File: config.mk
export PLATFORM = sky130hd
export DESIGN_NAME = manchester_rfid_tag_decoder_unit
export DESIGN_NICKNAME = d
export VERILOG_FILES = /design/src/mrtd_pkg.sv /design/src/manchester_rfid_tag_decoder_unit.sv
export SDC_FILE = /design/constraint.sdc
export NUM_CORES = 1
export LEC_CHECK = 0
export BUFFER_PORTS_ARGS = -buffer_cell sky130_fd_sc_hd__buf_2
export CAP_MARGIN = 40
export CELL_PAD_IN_SITES_DETAIL_PLACEMENT = 0
export CELL_PAD_IN_SITES_GLOBAL_PLACEMENT = 2
export CORE_UTILIZATION = 36
export DETAILED_ROUTE_END_ITERATION = 12
export HOLD_SLACK_MARGIN = 0.1
export PLACE_DENSITY = 0.91
export SLEW_MARGIN = 30
export SYNTH_ARGS = -nofsm -noshare
export SYNTH_HDL_FRONTEND = slang
export SYNTH_SLANG_ARGS = --single-unit
File: constraint.sdc
create_clock -name i_clk -period 5.4 [get_ports i_clk]
set_input_delay 1.08 -clock i_clk [delete_from_list [all_inputs] [get_ports i_clk]]
set_output_delay 1.08 -clock i_clk [all_outputs]
set_load 0.01 [all_outputs]
File: src/mrtd_pkg.sv
package mrtd_pkg;

    localparam int DEF_DATA_BITS  = 50;
    localparam int DEF_ROW_LENGTH = 5;

    localparam int HDR_W   = 9;
    localparam int IV_W    = 16;
    localparam int ID_W    = 32;
    localparam int ADDR_W  = 5;
    localparam int PDATA_W = 32;

    // result status codes
    localparam logic [2:0] ST_IGNORED   = 3'd0;
    localparam logic [2:0] ST_STARTED   = 3'd1;
    localparam logic [2:0] ST_HALF      = 3'd2;
    localparam logic [2:0] ST_HEADER    = 3'd3;
    localparam logic [2:0] ST_DATA      = 3'd4;
    localparam logic [2:0] ST_TIME_RST  = 3'd5;
    localparam logic [2:0] ST_PAR_RST   = 3'd6;
    localparam logic [2:0] ST_TAG_DONE  = 3'd7;

    // tag verdict codes
    localparam logic [1:0] VD_EMPTY   = 2'd0;
    localparam logic [1:0] VD_KNOWN   = 2'd1;
    localparam logic [1:0] VD_UNKNOWN = 2'd2;

    // register indexes (byte address / 4)
    localparam logic [2:0] REG_SHORT_MIN = 3'd0;
    localparam logic [2:0] REG_SHORT_MAX = 3'd1;
    localparam logic [2:0] REG_LONG_MIN  = 3'd2;
    localparam logic [2:0] REG_LONG_MAX  = 3'd3;
    localparam logic [2:0] REG_TAG_A     = 3'd4;
    localparam logic [2:0] REG_TAG_B     = 3'd5;

    localparam logic [IV_W-1:0] RST_SHORT_MIN = 16'd200;
    localparam logic [IV_W-1:0] RST_SHORT_MAX = 16'd400;
    localparam logic [IV_W-1:0] RST_LONG_MIN  = 16'd400;
    localparam logic [IV_W-1:0] RST_LONG_MAX  = 16'd600;
    localparam logic [ID_W-1:0] RST_TAG_A     = 32'd285708;
    localparam logic [ID_W-1:0] RST_TAG_B     = 32'd16282433;

endpackage

File: src/manchester_rfid_tag_decoder_unit.sv
// An accepted input word is held in the input register, then decoded
// into the result register.
// Throughput: one edge word per cycle while the result register is free or draining.
// Reset: synchronous, active low; clears decoder state and handshake valids,
// and loads the interval limits and known tag IDs with their defaults.
module manchester_rfid_tag_decoder_unit #(
    parameter int DATA_BITS  = mrtd_pkg::DEF_DATA_BITS,
    parameter int ROW_LENGTH = mrtd_pkg::DEF_ROW_LENGTH
) (
    input  logic                         i_clk,
    input  logic                         i_rst_n,
    input  logic                         i_in_valid,
    output logic                         o_in_ready,
    input  logic [mrtd_pkg::IV_W-1:0]    i_interval,
    input  logic                         i_edge_rising,
    output logic                         o_out_valid,
    input  logic                         i_out_ready,
    output logic [2:0]                   o_status,
    output logic                         o_bit_value,
    output logic [mrtd_pkg::ID_W-1:0]    o_tag_id,
    output logic [1:0]                   o_verdict,
    input  logic                         psel,
    input  logic                         penable,
    input  logic                         pwrite,
    input  logic [mrtd_pkg::ADDR_W-1:0]  paddr,
    input  logic [mrtd_pkg::PDATA_W-1:0] pwdata,
    output logic [mrtd_pkg::PDATA_W-1:0] prdata,
    output logic                         pready
);
    import mrtd_pkg::*;

    localparam int CNT_W = $clog2(DATA_BITS + 1);
    localparam int POS_W = $clog2(ROW_LENGTH);
    localparam int CHK_W = (ROW_LENGTH > 1) ? ROW_LENGTH - 1 : 1;

    // configuration
    logic [IV_W-1:0] r_short_min, r_short_max, r_long_min, r_long_max;
    logic [ID_W-1:0] r_tag_a, r_tag_b;
    logic [2:0]      reg_idx;
    logic            cfg_wr;

    // input stage
    logic            r_in_valid;
    logic [IV_W-1:0] r_iv;
    logic            r_rise;
    logic            fire;

    // decoder state
    logic             r_timing, r_synced, r_await, r_hdr_done, r_level;
    logic [HDR_W-1:0] r_hdr;
    logic [CNT_W-1:0] r_cnt;
    logic [ROW_LENGTH-1:0] r_row;
    logic [POS_W-1:0] r_pos;
    logic [ID_W-1:0]  r_id;

    logic             n_timing, n_synced, n_await, n_hdr_done, n_level;
    logic [HDR_W-1:0] n_hdr;
    logic [CNT_W-1:0] n_cnt;
    logic [ROW_LENGTH-1:0] n_row;
    logic [POS_W-1:0] n_pos;
    logic [ID_W-1:0]  n_id;

    // result register
    logic            r_out_valid;
    logic [2:0]      r_status, n_status;
    logic            r_bitv, n_bitv;
    logic [ID_W-1:0] r_tag, n_tag;
    logic [1:0]      r_verdict, n_verdict;

    // decode helpers
    logic                  is_short, is_long, is_glitch;
    logic                  dec_bit, decoded, do_reset;
    logic [ROW_LENGTH-1:0] row_set;
    logic [POS_W:0]        pos_inc;
    logic [CHK_W-1:0]      chunk;

    assign reg_idx = paddr[ADDR_W-1:2];
    assign cfg_wr  = psel && penable && pwrite && pready;
    assign pready  = 1'b1;

    always_ff @(posedge i_clk) begin
        if (!i_rst_n) begin
            r_short_min <= RST_SHORT_MIN;
            r_short_max <= RST_SHORT_MAX;
            r_long_min  <= RST_LONG_MIN;
            r_long_max  <= RST_LONG_MAX;
            r_tag_a     <= RST_TAG_A;
            r_tag_b     <= RST_TAG_B;
        end else if (cfg_wr) begin
            unique case (reg_idx)
                REG_SHORT_MIN: r_short_min <= pwdata[IV_W-1:0];
                REG_SHORT_MAX: r_short_max <= pwdata[IV_W-1:0];
                REG_LONG_MIN:  r_long_min  <= pwdata[IV_W-1:0];
                REG_LONG_MAX:  r_long_max  <= pwdata[IV_W-1:0];
                REG_TAG_A:     r_tag_a     <= pwdata;
                REG_TAG_B:     r_tag_b     <= pwdata;
                default: ;
            endcase
        end
    end

    always_comb begin
        unique case (reg_idx)
            REG_SHORT_MIN: prdata = PDATA_W'(r_short_min);
            REG_SHORT_MAX: prdata = PDATA_W'(r_short_max);
            REG_LONG_MIN:  prdata = PDATA_W'(r_long_min);
            REG_LONG_MAX:  prdata = PDATA_W'(r_long_max);
            REG_TAG_A:     prdata = r_tag_a;
            REG_TAG_B:     prdata = r_tag_b;
            default:       prdata = '0;
        endcase
    end

    // handshake: the decode step fires when the result register is free or draining
    assign fire       = r_in_valid && (!r_out_valid || i_out_ready);
    assign o_in_ready = !r_in_valid || fire;

    always_ff @(posedge i_clk) begin
        if (!i_rst_n) begin
            r_in_valid <= 1'b0;
        end else if (o_in_ready) begin
            r_in_valid <= i_in_valid;
        end
    end

    always_ff @(posedge i_clk) begin
        if (o_in_ready && i_in_valid) begin
            r_iv   <= i_interval;
            r_rise <= i_edge_rising;
        end
    end

    always_comb begin
        is_short  = (r_short_min < r_iv) && (r_iv < r_short_max);
        is_long   = (r_long_min < r_iv) && (r_iv < r_long_max);
        is_glitch = (r_iv < r_short_min) || ((r_iv > r_short_max) && (r_iv < r_long_min));

        n_timing   = r_timing;
        n_synced   = r_synced;
        n_await    = r_await;
        n_hdr_done = r_hdr_done;
        n_level    = r_level;
        n_hdr      = r_hdr;
        n_cnt      = r_cnt;
        n_row      = r_row;
        n_pos      = r_pos;
        n_id       = r_id;

        n_status  = ST_IGNORED;
        n_bitv    = 1'b0;
        n_tag     = '0;
        n_verdict = VD_EMPTY;

        dec_bit  = 1'b0;
        decoded  = 1'b0;
        do_reset = 1'b0;

        row_set = '0;
        pos_inc = '0;
        chunk   = '0;

        priority if (!r_timing) begin
            n_timing = 1'b1;
            n_status = ST_STARTED;
        end else if (is_glitch) begin
            n_status = ST_IGNORED;
        end else if (!r_synced) begin
            if (is_long) begin
                n_synced = 1'b1;
                n_level  = r_rise;
                n_status = ST_HALF;
            end
        end else if (r_await) begin
            n_await = 1'b0;
            if (is_short) begin
                dec_bit = r_level;
                decoded = 1'b1;
            end else begin
                do_reset = 1'b1;
                n_status = ST_TIME_RST;
            end
        end else if (is_short) begin
            n_await  = 1'b1;
            n_status = ST_HALF;
        end else if (is_long) begin
            dec_bit = !r_level;
            decoded = 1'b1;
        end else begin
            do_reset = 1'b1;
            n_status = ST_TIME_RST;
        end

        if (decoded) begin
            n_level = dec_bit;
            priority if (!r_hdr_done) begin
                n_hdr = {r_hdr[HDR_W-2:0], dec_bit};
                if (&n_hdr) begin
                    n_hdr_done = 1'b1;
                    n_cnt      = '0;
                end
                n_status = ST_HEADER;
                n_bitv   = dec_bit;
            end else if (r_cnt < CNT_W'(DATA_BITS)) begin
                n_cnt    = r_cnt + 1'b1;
                row_set  = r_row | (ROW_LENGTH'(dec_bit) << r_pos);
                n_row    = row_set;
                n_status = ST_DATA;
                n_bitv   = dec_bit;
                pos_inc  = {1'b0, r_pos} + 1'b1;
                n_pos    = pos_inc[POS_W-1:0];
                if (pos_inc >= (POS_W+1)'(ROW_LENGTH)) begin
                    if (^row_set) begin
                        do_reset = 1'b1;
                        n_status = ST_PAR_RST;
                        n_bitv   = 1'b0;
                    end else begin
                        // first row bit lands highest in the shifted-in chunk
                        for (int k = 0; k < ROW_LENGTH - 1; k++) begin
                            chunk[ROW_LENGTH-2-k] = row_set[k];
                        end
                        n_id  = ID_W'({r_id, chunk[ROW_LENGTH-2:0]});
                        n_row = '0;
                        n_pos = '0;
                    end
                end
            end else begin
                n_tag    = r_id;
                n_status = ST_TAG_DONE;
                do_reset = 1'b1;
                if (r_id == ID_W'(0) || r_id == ID_W'(1)) begin
                    n_verdict = VD_EMPTY;
                end else if (r_id == r_tag_a || r_id == r_tag_b) begin
                    n_verdict = VD_KNOWN;
                end else begin
                    n_verdict = VD_UNKNOWN;
                end
            end
        end

        // decoder reset keeps the current level
        if (do_reset) begin
            n_timing   = 1'b0;
            n_synced   = 1'b0;
            n_await    = 1'b0;
            n_hdr_done = 1'b0;
            n_hdr      = '0;
            n_cnt      = '0;
            n_row      = '0;
            n_pos      = '0;
            n_id       = '0;
        end
    end

    always_ff @(posedge i_clk) begin
        if (!i_rst_n) begin
            r_timing   <= 1'b0;
            r_synced   <= 1'b0;
            r_await    <= 1'b0;
            r_hdr_done <= 1'b0;
            r_level    <= 1'b0;
            r_hdr      <= '0;
            r_cnt      <= '0;
            r_row      <= '0;
            r_pos      <= '0;
            r_id       <= '0;
        end else if (fire) begin
            r_timing   <= n_timing;
            r_synced   <= n_synced;
            r_await    <= n_await;
            r_hdr_done <= n_hdr_done;
            r_level    <= n_level;
            r_hdr      <= n_hdr;
            r_cnt      <= n_cnt;
            r_row      <= n_row;
            r_pos      <= n_pos;
            r_id       <= n_id;
        end
    end

    always_ff @(posedge i_clk) begin
        if (!i_rst_n) begin
            r_out_valid <= 1'b0;
        end else if (fire) begin
            r_out_valid <= 1'b1;
        end else if (i_out_ready) begin
            r_out_valid <= 1'b0;
        end
    end

    always_ff @(posedge i_clk) begin
        if (fire) begin
            r_status  <= n_status;
            r_bitv    <= n_bitv;
            r_tag     <= n_tag;
            r_verdict <= n_verdict;
        end
    end

    assign o_out_valid = r_out_valid;
    assign o_status    = r_status;
    assign o_bit_value = r_bitv;
    assign o_tag_id    = r_tag;
    assign o_verdict   = r_verdict;

endmodule
After elaboration in Yosys (flattened, before gate mapping)
Cells that the tools add are included.
{"block": "totals", "latch_bits": 0, "mem_bits_ro": 0, "input_bits": 61, "ram_bits": 0, "ff_bits": 244, "output_inout_bits": 73, "n_memories": 0}
{"block": "classes", "bitwise_logic": 3, "order_cmp": 9, "shift": 1, "add_sub_neg": 2, "n_reduce_logical": 45, "mul": 0, "div": 0, "n_mux": 92, "eq_ne": 14}
{"cell": "$mux W32", "n": 6}
{"cell": "$pmux W32 S6", "n": 1}
{"cell": "$lt A16 B16 Y1", "n": 6}
{"cell": "$eq A32 B32 Y1", "n": 2}
{"cell": "$mux W1", "n": 51}
{"cell": "$mux W3", "n": 16}
{"cell": "$eq A32 B1 Y1 const B", "n": 1}
{"cell": "$logic_not A32 Y1", "n": 1}
{"cell": "$mux W5", "n": 6}
{"cell": "$mux W6", "n": 5}
{"cell": "$mux W8", "n": 3}
{"cell": "$reduce_bool A2 Y1", "n": 9}
{"cell": "$gt A16 B16 Y1", "n": 1}
{"cell": "$reduce_and A2 Y1", "n": 7}
{"cell": "$reduce_and A4 Y1", "n": 3}
{"cell": "$reduce_and A9 Y1", "n": 1}
{"cell": "$mux W2", "n": 4}
{"cell": "$ne A2 B1 Y1 const B", "n": 4}
{"cell": "$logic_and A1 B1 Y1", "n": 7}
{"cell": "$add A6 B1 Y6 const B", "n": 1}
{"cell": "$eq A3 B2 Y1 const B", "n": 2}
{"cell": "$eq A3 B3 Y1 const B", "n": 2}
{"cell": "$lt A6 B6 Y1 const B", "n": 1}
{"cell": "$reduce_and A3 Y1", "n": 2}
{"cell": "other kinds (17)", "n": 24}

Logic depth before layout (Yosys ltp)
Gate-level depths: netlist (run 1).
{"block": "depth", "depth_word": 18, "mapped_depth": 23}

Least setup slack after synthesis (run 1)
OpenSTA, ideal clock, no wires.
{"block": "synth_path", "path_kind": "reg-to-reg", "start": "register r_iv[7]", "end": "register r_row[4]", "arrival_ns": 4.756, "path_stages_with_launch": 22, "n_path_buf": 2, "setup_ns": 0.070, "setup_slack_ns": 0.574, "synth_period_minus_slack_ns": 4.826, "path_cell_list": "edfxtp_1 > ha_1 > and3_1 > a221o_1 > a2bb2oi_2 > and3_1 > a21o_1 > a2bb2o_2 > buf_4 > and2_1 > o311ai_0 > xor2_1 > ha_1 > a311oi_1 > o21ai_0 > a31oi_1 > o21a_1 > a211oi_2 > nor2_2 > buf_2 > or4_1 > a21oi_1"}
{"block": "synth_between", "elab_chain_len": 18, "word_cells_on_any_way": 50, "cone_classes": "order compare (7); shift (1); mux (32); bitwise (1); reduce/logical (9)"}
{"item": "from (decl)", "line": "manchester_rfid_tag_decoder_unit.sv:44", "source": "logic [IV_W-1:0] r_iv;"}
{"item": "from (signal assigned)", "line": "manchester_rfid_tag_decoder_unit.sv:128", "source": "r_iv <= i_interval;"}
{"item": "$lt A16 B16 Y1", "line": "manchester_rfid_tag_decoder_unit.sv:135", "source": "is_long = (r_long_min < r_iv) && (r_iv < r_long_max);"}
{"item": "$logic_and A1 B1 Y1", "line": "manchester_rfid_tag_decoder_unit.sv:135"}
{"item": "$mux W1", "line": "manchester_rfid_tag_decoder_unit.sv:185", "source": "end else if (is_long) begin"}
{"item": "$mux W1", "line": "manchester_rfid_tag_decoder_unit.sv:182", "source": "end else if (is_short) begin"}
{"item": "$mux W1", "line": "manchester_rfid_tag_decoder_unit.sv:173", "source": "end else if (r_await) begin"}
{"item": "$mux W1", "line": "manchester_rfid_tag_decoder_unit.sv:167", "source": "end else if (!r_synced) begin"}
{"item": "$mux W1", "line": "manchester_rfid_tag_decoder_unit.sv:165", "source": "end else if (is_glitch) begin"}
{"item": "$mux W1", "line": "manchester_rfid_tag_decoder_unit.sv:162", "source": "priority if (!r_timing) begin"}
{"item": "[... 2 more ...]"}
{"item": "$reduce_xor A5 Y1", "line": "manchester_rfid_tag_decoder_unit.sv:212", "source": "if (^row_set) begin"}
{"item": "$mux W1", "line": "manchester_rfid_tag_decoder_unit.sv:212"}
{"item": "$mux W1", "line": "manchester_rfid_tag_decoder_unit.sv:211", "source": "if (pos_inc >= (POS_W+1)'(ROW_LENGTH)) begin"}
{"item": "$mux W1", "line": "manchester_rfid_tag_decoder_unit.sv:203", "source": "end else if (r_cnt < CNT_W'(DATA_BITS)) begin"}
{"item": "$mux W1", "line": "manchester_rfid_tag_decoder_unit.sv:195", "source": "priority if (!r_hdr_done) begin"}
{"item": "$mux W1", "line": "manchester_rfid_tag_decoder_unit.sv:193", "source": "if (decoded) begin"}
{"item": "$reduce_bool A2 Y1 (no line)"}
{"item": "$reduce_and A4 Y1 (no line)"}
{"item": "to (signal assigned)", "line": "manchester_rfid_tag_decoder_unit.sv:274", "source": "r_row <= n_row;"}
{"item": "to (decl)", "line": "manchester_rfid_tag_decoder_unit.sv:52", "source": "logic [ROW_LENGTH-1:0] r_row;"}
Parallel ways exist; a longest one is shown, timed or not. The select of a mux whose other input is x is not followed.
A chain may end at the register's enable or synchronous reset.

Worst setup path after layout (run 1)
{"block": "layout_path", "start": "register r_iv[1]", "end": "register r_row[4]"}
The elaborated chain is that of the path after synthesis.

==> results of run 1 <==
==> power breakdown <==
| part | switching (mW) | leakage [nW] | internal (mW) | total [mW] |
|---|---|---|---|---|
| combinational | 0.183 | 3.32 | 0.105 | 0.287 |
| clock | 0.780 | 0.440 | 1.11 | 1.89 |
| sequential | 0.0240 | 2.03 | 1.90 | 1.92 |
==> flip-flops by register name, summed over array words and instances, names as in the netlist, 5 cells and up <==
| name | cells |
|---|---|
| r_tag_a | 32 |
| r_short_min | 16 |
| r_short_max | 16 |
| r_iv | 16 |
| o_tag_id | 32 |
| r_cnt | 6 |
| r_row | 5 |
| r_long_min | 16 |
| r_hdr | 8 |
| r_long_max | 16 |
| r_id | 32 |
| r_tag_b | 32 |
==> cell type report <==
| class | instances | area (µm²) |
|---|---|---|
| fillers | 3288 | 18300 |
| multi-input cells | 961 | 6150 |
| flip-flops and latches | 244 | 5440 |
| repair buffers | 177 | 1040 |
| clock buffers | 34 | 732 |
| well taps | 442 | 553 |
| inverters | 70 | 264 |
| clock inverters | 16 | 176 |
==> final timing paths <==
kind,start,to,cells after the start
worst min register to register,r_hdr[7],r_hdr[7],2
worst min-delay path,r_hdr[7],r_hdr[7],2
worst max register to register,r_iv[1],r_row[4],20
worst max-delay path,r_iv[1],r_row[4],20
==> metal layers <==
layer / global-route usage, % / share of wire (%) / vias to the layer above
met4: 7.01 / 3.2 / 0
li1: - / - / 5065
met3: 2.40 / 5.1 / 65
met1: 30.7 / 48 / 4874
met5: 0 / 0 / -
met2: 34.1 / 44 / 335
==> worst register-to-register path: stages (launching register included) <==
cell and delay (ns):
edfxtp_1 0.48, ha_1 0.33, a2111oi_2 0.47, a2111oi_4 0.12, a2111oi_4 0.41, buf_4 0.21, nand3_1 0.10, a2bb2o_2 0.35
and4_1 0.23, a221oi_1 0.10, xor2_1 0.18, ha_1 0.34, a311oi_2 0.06, o21ai_1 0.26, a31oi_1 0.07, o21a_1 0.19
a211oi_2 0.25, nor2_4 0.12, buf_4 0.15, or4_1 0.51, a21oi_1 0.14
==> timing repair <==
item                       in CTS  in global routing
resized for setup               4                  7
setup endpoints to repair      42                 54
pin swaps                       0                  2
gates cloned                    0                  0
setup buffers                   0                  2
==> logic make-up (layout without fill, tap and decap cells) <==
logic type,Yosys count,in the layout
adders and majority gates,67,67
AOI/OAI and AO/OA,326,326
muxes,4,4
and+or+nand+nor,497,497
xor gates and xnor gates,66,66
other,1,1
DFF,244,244
buffers and inverters,141,297
==> cell usage after synthesis (5+ instances only) <==
cell type  instances  area [µm²]
nand2_1          287        1080
dfxtp_1          189        3780
a21oi_1          124         621
inv_1             69         259
ha_1              67         838
xor2_1            66         578
clkbuf_1          59         221
edfxtp_1          55        1650
nand3_1           51         255
a22o_1            50         438
a22oi_1           49         368
and2_1            40         250
nor2_1            26        97.6
nor4_1            24         150
nand4_1           20         125
o211ai_1          16         120
o21ai_0           15        75.1
a21o_1            12        90.1
nor3_1            11        55.1
nor2b_1            8        50.1
o2bb2ai_1          7        61.3
a31oi_1            5        31.3
buf_2              5        25.0
o21a_1             5        37.5
==> placed cells by master, fill, tap and decap left out, types with 20 or more instances in the layout <==
cell / n
a21oi_1: 124
a22o_1: 50
a22oi_1: 48
and2_1: 41
buf_2: 130
buf_4: 41
clkbuf_16: 27
dfxtp_1: 189
edfxtp_1: 55
ha_1: 67
inv_1: 69
nand2_1: 287
nand3_1: 51
nand4_1: 20
nor2_1: 26
nor4_1: 24
xor2_1: 66
==> metrics, run 1 <==
Max Clock Skew 0.0112 ns; Final Critical Period 5.14 ns; height of the die 185 µm; Tightest Hold Check Type flop to flop; share of the core filled with cells in the final layout 43.9%; proportion of synthesized area in mux cells 0.363%; floorplan die area 0.0342 mm²; Starting DRT DRC Count 797; GP Congestion 0.881; synthesized area divided by synthesized cell count 8.95 µm²; cell with the largest stage delay on the worst path or4_1; ratio of total power to cell area 285 mW/mm²; critical path endpoint category flop; transition at the pin with the smallest max-transition slack 0.856 ns; sequential area share after synthesis 45.1%; hold-fix buffers at CTS 0; summed instance area of the synthesized netlist 0.0120 mm²; area share of xor/xnor cells in the synthesized design 4.80%; summed area of non-filler cells in the final layout 0.0144 mm²; number of antenna cells inserted 0; total CTS buffers 27; Core Area 0.0327 mm²; final setup violation count 0; count of unresolved DRC violations after routing 0; number of buffers on the longest clock path 3; vias 10300; CP startpoint kind flop; post-placement worst setup slack -0.0712 ns; Final Max Slew Viols 0; Yosys warning total 0; proportion of layout cells with a drive suffix above 1 17.0%; area after detailed placement 0.0133 mm²; family of cells with the greatest summed delay on the critical path compound AO/OA/AOI/OAI gates; GRT Residual Overflow 0; number of failing hold endpoints at the final stage 0; post-layout worst setup margin 0.256 ns; io pins 134; share of synthesized cell area in full adder, half adder and majority cells 6.96%; primary flip-flop cell chosen by synthesis mapping dfxtp_1; Post-synth EDFFs 55; number of storage elements in the synthesis netlist 244; post-synth cell types 72; Post-Route Setup TNS 0 ns; TritonCTS clock tree built; detailed placer's ending HPWL 26700 µm; Setup CP Type flop to flop; largest net degree at the start of global routing 98; clock edge transition at the registers on the reported setup and hold paths 0.06 ns; post-placement cell count 1890; fraction of the mapped netlist area in compound gates 18.8%; Min Hold Slack 0.462 ns; Worst slew margin 42.9%; number of non-filler instances in the completed layout 1944; drt via density 5.32; wire length per cell after detailed routing 18.9 µm; Die X-Extent 185 µm; arrival time of data at the critical path endpoint 5.62 ns; sum of internal, switching and leakage power 4.10 mW; TritonCTS sink count 244; status finished, final reports clean; cell chosen for the clock root clkbuf_16; Mapped Nets 1474; number of antenna violations at the first check in global routing 0; WL final 36700 µm; wire length of the first global-routing pass 57000 µm; worst IR drop on VDD 0.000221 V; Clock Latency Late Sink 0.55 ns; maximum single-stage delay on the critical path 0.51 ns; simple-gate portion of the synthesized area 19.2%; worst endpoint required time 5.88 ns; Core Rows 66; count of nets left with antenna violations after detail routing 0; cell leakage power 5.79 nW; GRT Overall Usage 21.7%; part of the cycle the worst path needs 95.3%; effective utilization at floorplan 36.8%; gate count of the mapped netlist 1346; MaxCap Viol Count 0; first-pass iteration count of the detailed router 5; Layout Area Growth over Synthesis 19.2%; worst setup slack for register-to-register paths 0.26 ns; highest clock frequency the design can meet 194 MHz; cell-by-cell listing of the critical path ha_1 > a2111oi_2 > a2111oi_4 > a2111oi_4 > buf_4 > nand3_1 > a2bb2o_2 > and4_1 > a221oi_1 > xor2_1 > ha_1 > a311oi_2 > o21ai_1 > a31oi_1 > o21a_1 > a211oi_2 > nor2_4 > buf_4 > or4_1 > a21oi_1; IO Port Bufs 130; number of levels in the clock H-tree 1; via count of the first global-routing pass 9764; Crit path buffers/inverters 2; main combinational cell family by area after synthesis simple AND/OR/NAND/NOR gates; critical-path maximum fanout 7; number of nets in the layout 1609; fraction of registers with async set or reset after synthesis 0%
(Power assumes the default switching activity.)
==> run 2, diff against run 1 <==
--- a/config.mk
+++ b/config.mk
@@ -12,7 +12,7 @@
 export CORE_UTILIZATION = 36
 export DETAILED_ROUTE_END_ITERATION = 12
 export HOLD_SLACK_MARGIN = 0.1
-export PLACE_DENSITY = 0.91
+export PLACE_DENSITY_LB_ADDON = 0.1
 export SLEW_MARGIN = 30
 export SYNTH_ARGS = -nofsm -noshare
 export SYNTH_HDL_FRONTEND = slang
==> metrics, run 2 (synthesized netlist as in run 1, its figures left out) <==
arrival time of data at the critical path endpoint 5.61 ns (about the same); number of nets in the layout 1613 (+0.25%); status finished, final reports clean; Multi-input gate area 0.00614 mm² (-0.24%); wire length per cell after detailed routing 20.7 µm (+9.7%); Max Clock Skew 0.0129 ns (+0.00169 ns); logic depth of the worst setup path including buffers 21 (+5.0%); Setup CP Type flop to flop; cell-by-cell listing of the critical path ha_1 > and3_1 > a221o_1 > a2bb2oi_2 > and3_1 > a21o_1 > a2bb2o_2 > a41o_1 > a221oi_1 > xor2_1 > ha_1 > a311oi_1 > o21ai_1 > a31oi_1 > o21a_1 > a211oi_2 > nor2_2 > buf_4 > nor4_4 > buf_12 > a22o_1; io pins 134 (unchanged); total CTS buffers 28 (+3.7%); floorplan die area 0.0342 mm² (unchanged); critical-path maximum fanout 32 (+25); ratio of total power to cell area 290 mW/mm² (+1.7%); Starting DRT DRC Count 799 (+0.25%); family of cells with the greatest summed delay on the critical path compound AO/OA/AOI/OAI gates; sequential standard cell area 0.00544 mm² (unchanged); share of the core filled with cells in the final layout 44.2% (+0.30 points); cell leakage power 5.84 nW (+0.96%); hold-fix buffers at CTS 0 (unchanged); worst setup slack for register-to-register paths 0.27 ns (+0.02 ns); part of the cycle the worst path needs 95.0% (-0.30 points); WL final 40300 µm (+9.8%); most used cells in the layout excluding fill and tap cells nand2_1, dfxtp_1, buf_2; GRT Overall Usage 23.8% (+2.2 points); IO Port Bufs 130 (unchanged); proportion of layout cells with a drive suffix above 1 17.1% (+0.055 points); number of antenna cells inserted 0 (unchanged); Core Rows 66 (unchanged); effective utilization at floorplan 36.8% (unchanged); largest net degree at the start of global routing 50 (-49%); Tightest Hold Check Type flop to flop; critical path endpoint category flop; worst setup path end r_id[25]; vias 10300 (-0.57%); number of non-filler instances in the completed layout 1945 (+0.051%); count of unresolved DRC violations after routing 0 (unchanged); number of levels in the clock H-tree 1 (unchanged); critical path launch point r_iv[7]; number of buffers on the longest clock path 3 (unchanged); Final Max Slew Viols 0 (unchanged); Crit path buffers/inverters 2 (unchanged); post-placement cell count 1892 (+0.11%); height of the die 185 µm (unchanged); summed area of non-filler cells in the final layout 0.0145 mm² (+0.68%); TritonCTS sink count 244 (unchanged); via count of the first global-routing pass 9942 (+1.8%); cell chosen for the clock root clkbuf_16; CP startpoint kind flop; GP Congestion 0.861 (-2.3%); Core Area 0.0327 mm² (unchanged); count of nets left with antenna violations after detail routing 0 (unchanged); Worst slew margin 47.1% (+4.2 points); worst IR drop on VDD 0.000264 V (+19%); Die X-Extent 185 µm (unchanged); Reg-to-Reg End r_id[25]; sum of internal, switching and leakage power 4.19 mW (+2.4%); MaxCap Viol Count 0 (unchanged); drt via density 5.29 (-0.62%); clock edge transition at the registers on the reported setup and hold paths 0.06 ns (about the same); final setup violation count 0 (unchanged); number of antenna violations at the first check in global routing 0 (unchanged); transition at the pin with the smallest max-transition slack 0.793 ns (-0.0631 ns); area after detailed placement 0.0134 mm² (+0.69%); TritonCTS clock tree built; fill cell count 3320 (+0.97%); most common library cell in the layout ignoring fill and taps nand2_1; wire length of the first global-routing pass 60900 µm (+6.8%); Clock Latency Late Sink 0.55 ns (about the same); highest clock frequency the design can meet 195 MHz (+0.31%); detailed placer's ending HPWL 29500 µm (+11%); Final Critical Period 5.13 ns (-0.0161 ns); cell count of the worst reg-to-reg path 21 (+5.0%); cell with the largest stage delay on the worst path edfxtp_1; number of failing hold endpoints at the final stage 0 (unchanged); maximum single-stage delay on the critical path 0.48 ns (-0.03 ns); GRT Residual Overflow 0 (unchanged); first-pass iteration count of the detailed router 5 (unchanged); reg-to-reg startpoint r_iv[7]; Layout Area Growth over Synthesis 20.0%; worst endpoint required time 5.88 ns (about the same)
run 2: how the worst min path moves through the flow:
stage / from / endpoint / depth (start not counted)
floorplan: r_hdr[7] / r_hdr[7] / 2
global placement: r_hdr[7] / r_hdr[7] / 2
detailed placement: r_hdr[7] / r_hdr[7] / 2
CTS: r_hdr[7] / r_hdr[7] / 2
global route: r_long_min[3] / r_long_min[3] / 2
finish: r_hdr[7] / r_hdr[7] / 2
run 2: layout make-up:
class | count | area share [%]
timing repair buffer | 180 | 7.75
multi-input combinational | 961 | 42.5
tap | 442 | 3.83
clock buffer | 35 | 5.24
clock inverter | 13 | 1.29
sequential | 244 | 37.6
inverter | 70 | 1.83
run 2: metrics by stage:
step | worst slack [ns] | setup TNS [ns] | hold WS [ns]
2_1_floorplan | 0.574 | 0 | 0.441
3_3_place_gp | 0.0508 | 0 | 0.455
6_report | 0.272 | 0 | 0.468
4_1_cts | 0.00435 | 0 | 0.469
3_5_place_dp | 0.0496 | 0 | 0.458
5_1_grt | -0.0276 | -0.181 | 0.492
run 2: metal layers:
metal / wire length [µm] / global-route usage, % / vias to the layer above
li1: - / - / 5071
met1: 19000 / 32.9 / 4892
met2: 18700 / 39.5 / 266
met3: 1730 / 2.56 / 51
met4: 944 / 5.85 / 0
met5: 0 / 0 / -
run 2: power by group:
group	switching [mW]	internal (mW)
registers	0.0231	1.90
logic	0.191	0.108
clock network	0.756	1.22
total	0.970	3.22
run 2: timing repair:
item	in CTS	in global routing
hold endpoints to repair	0	0
resized for setup	0	6
setup buffers	0	3
endpoints found under the setup margin	0	53
run 2: tightest hold or removal path, cell delays in order (launching register included):
cell	delay (ns)
dfxtp_1	0.31
nand2_1	0.05
o2bb2ai_1	0.06
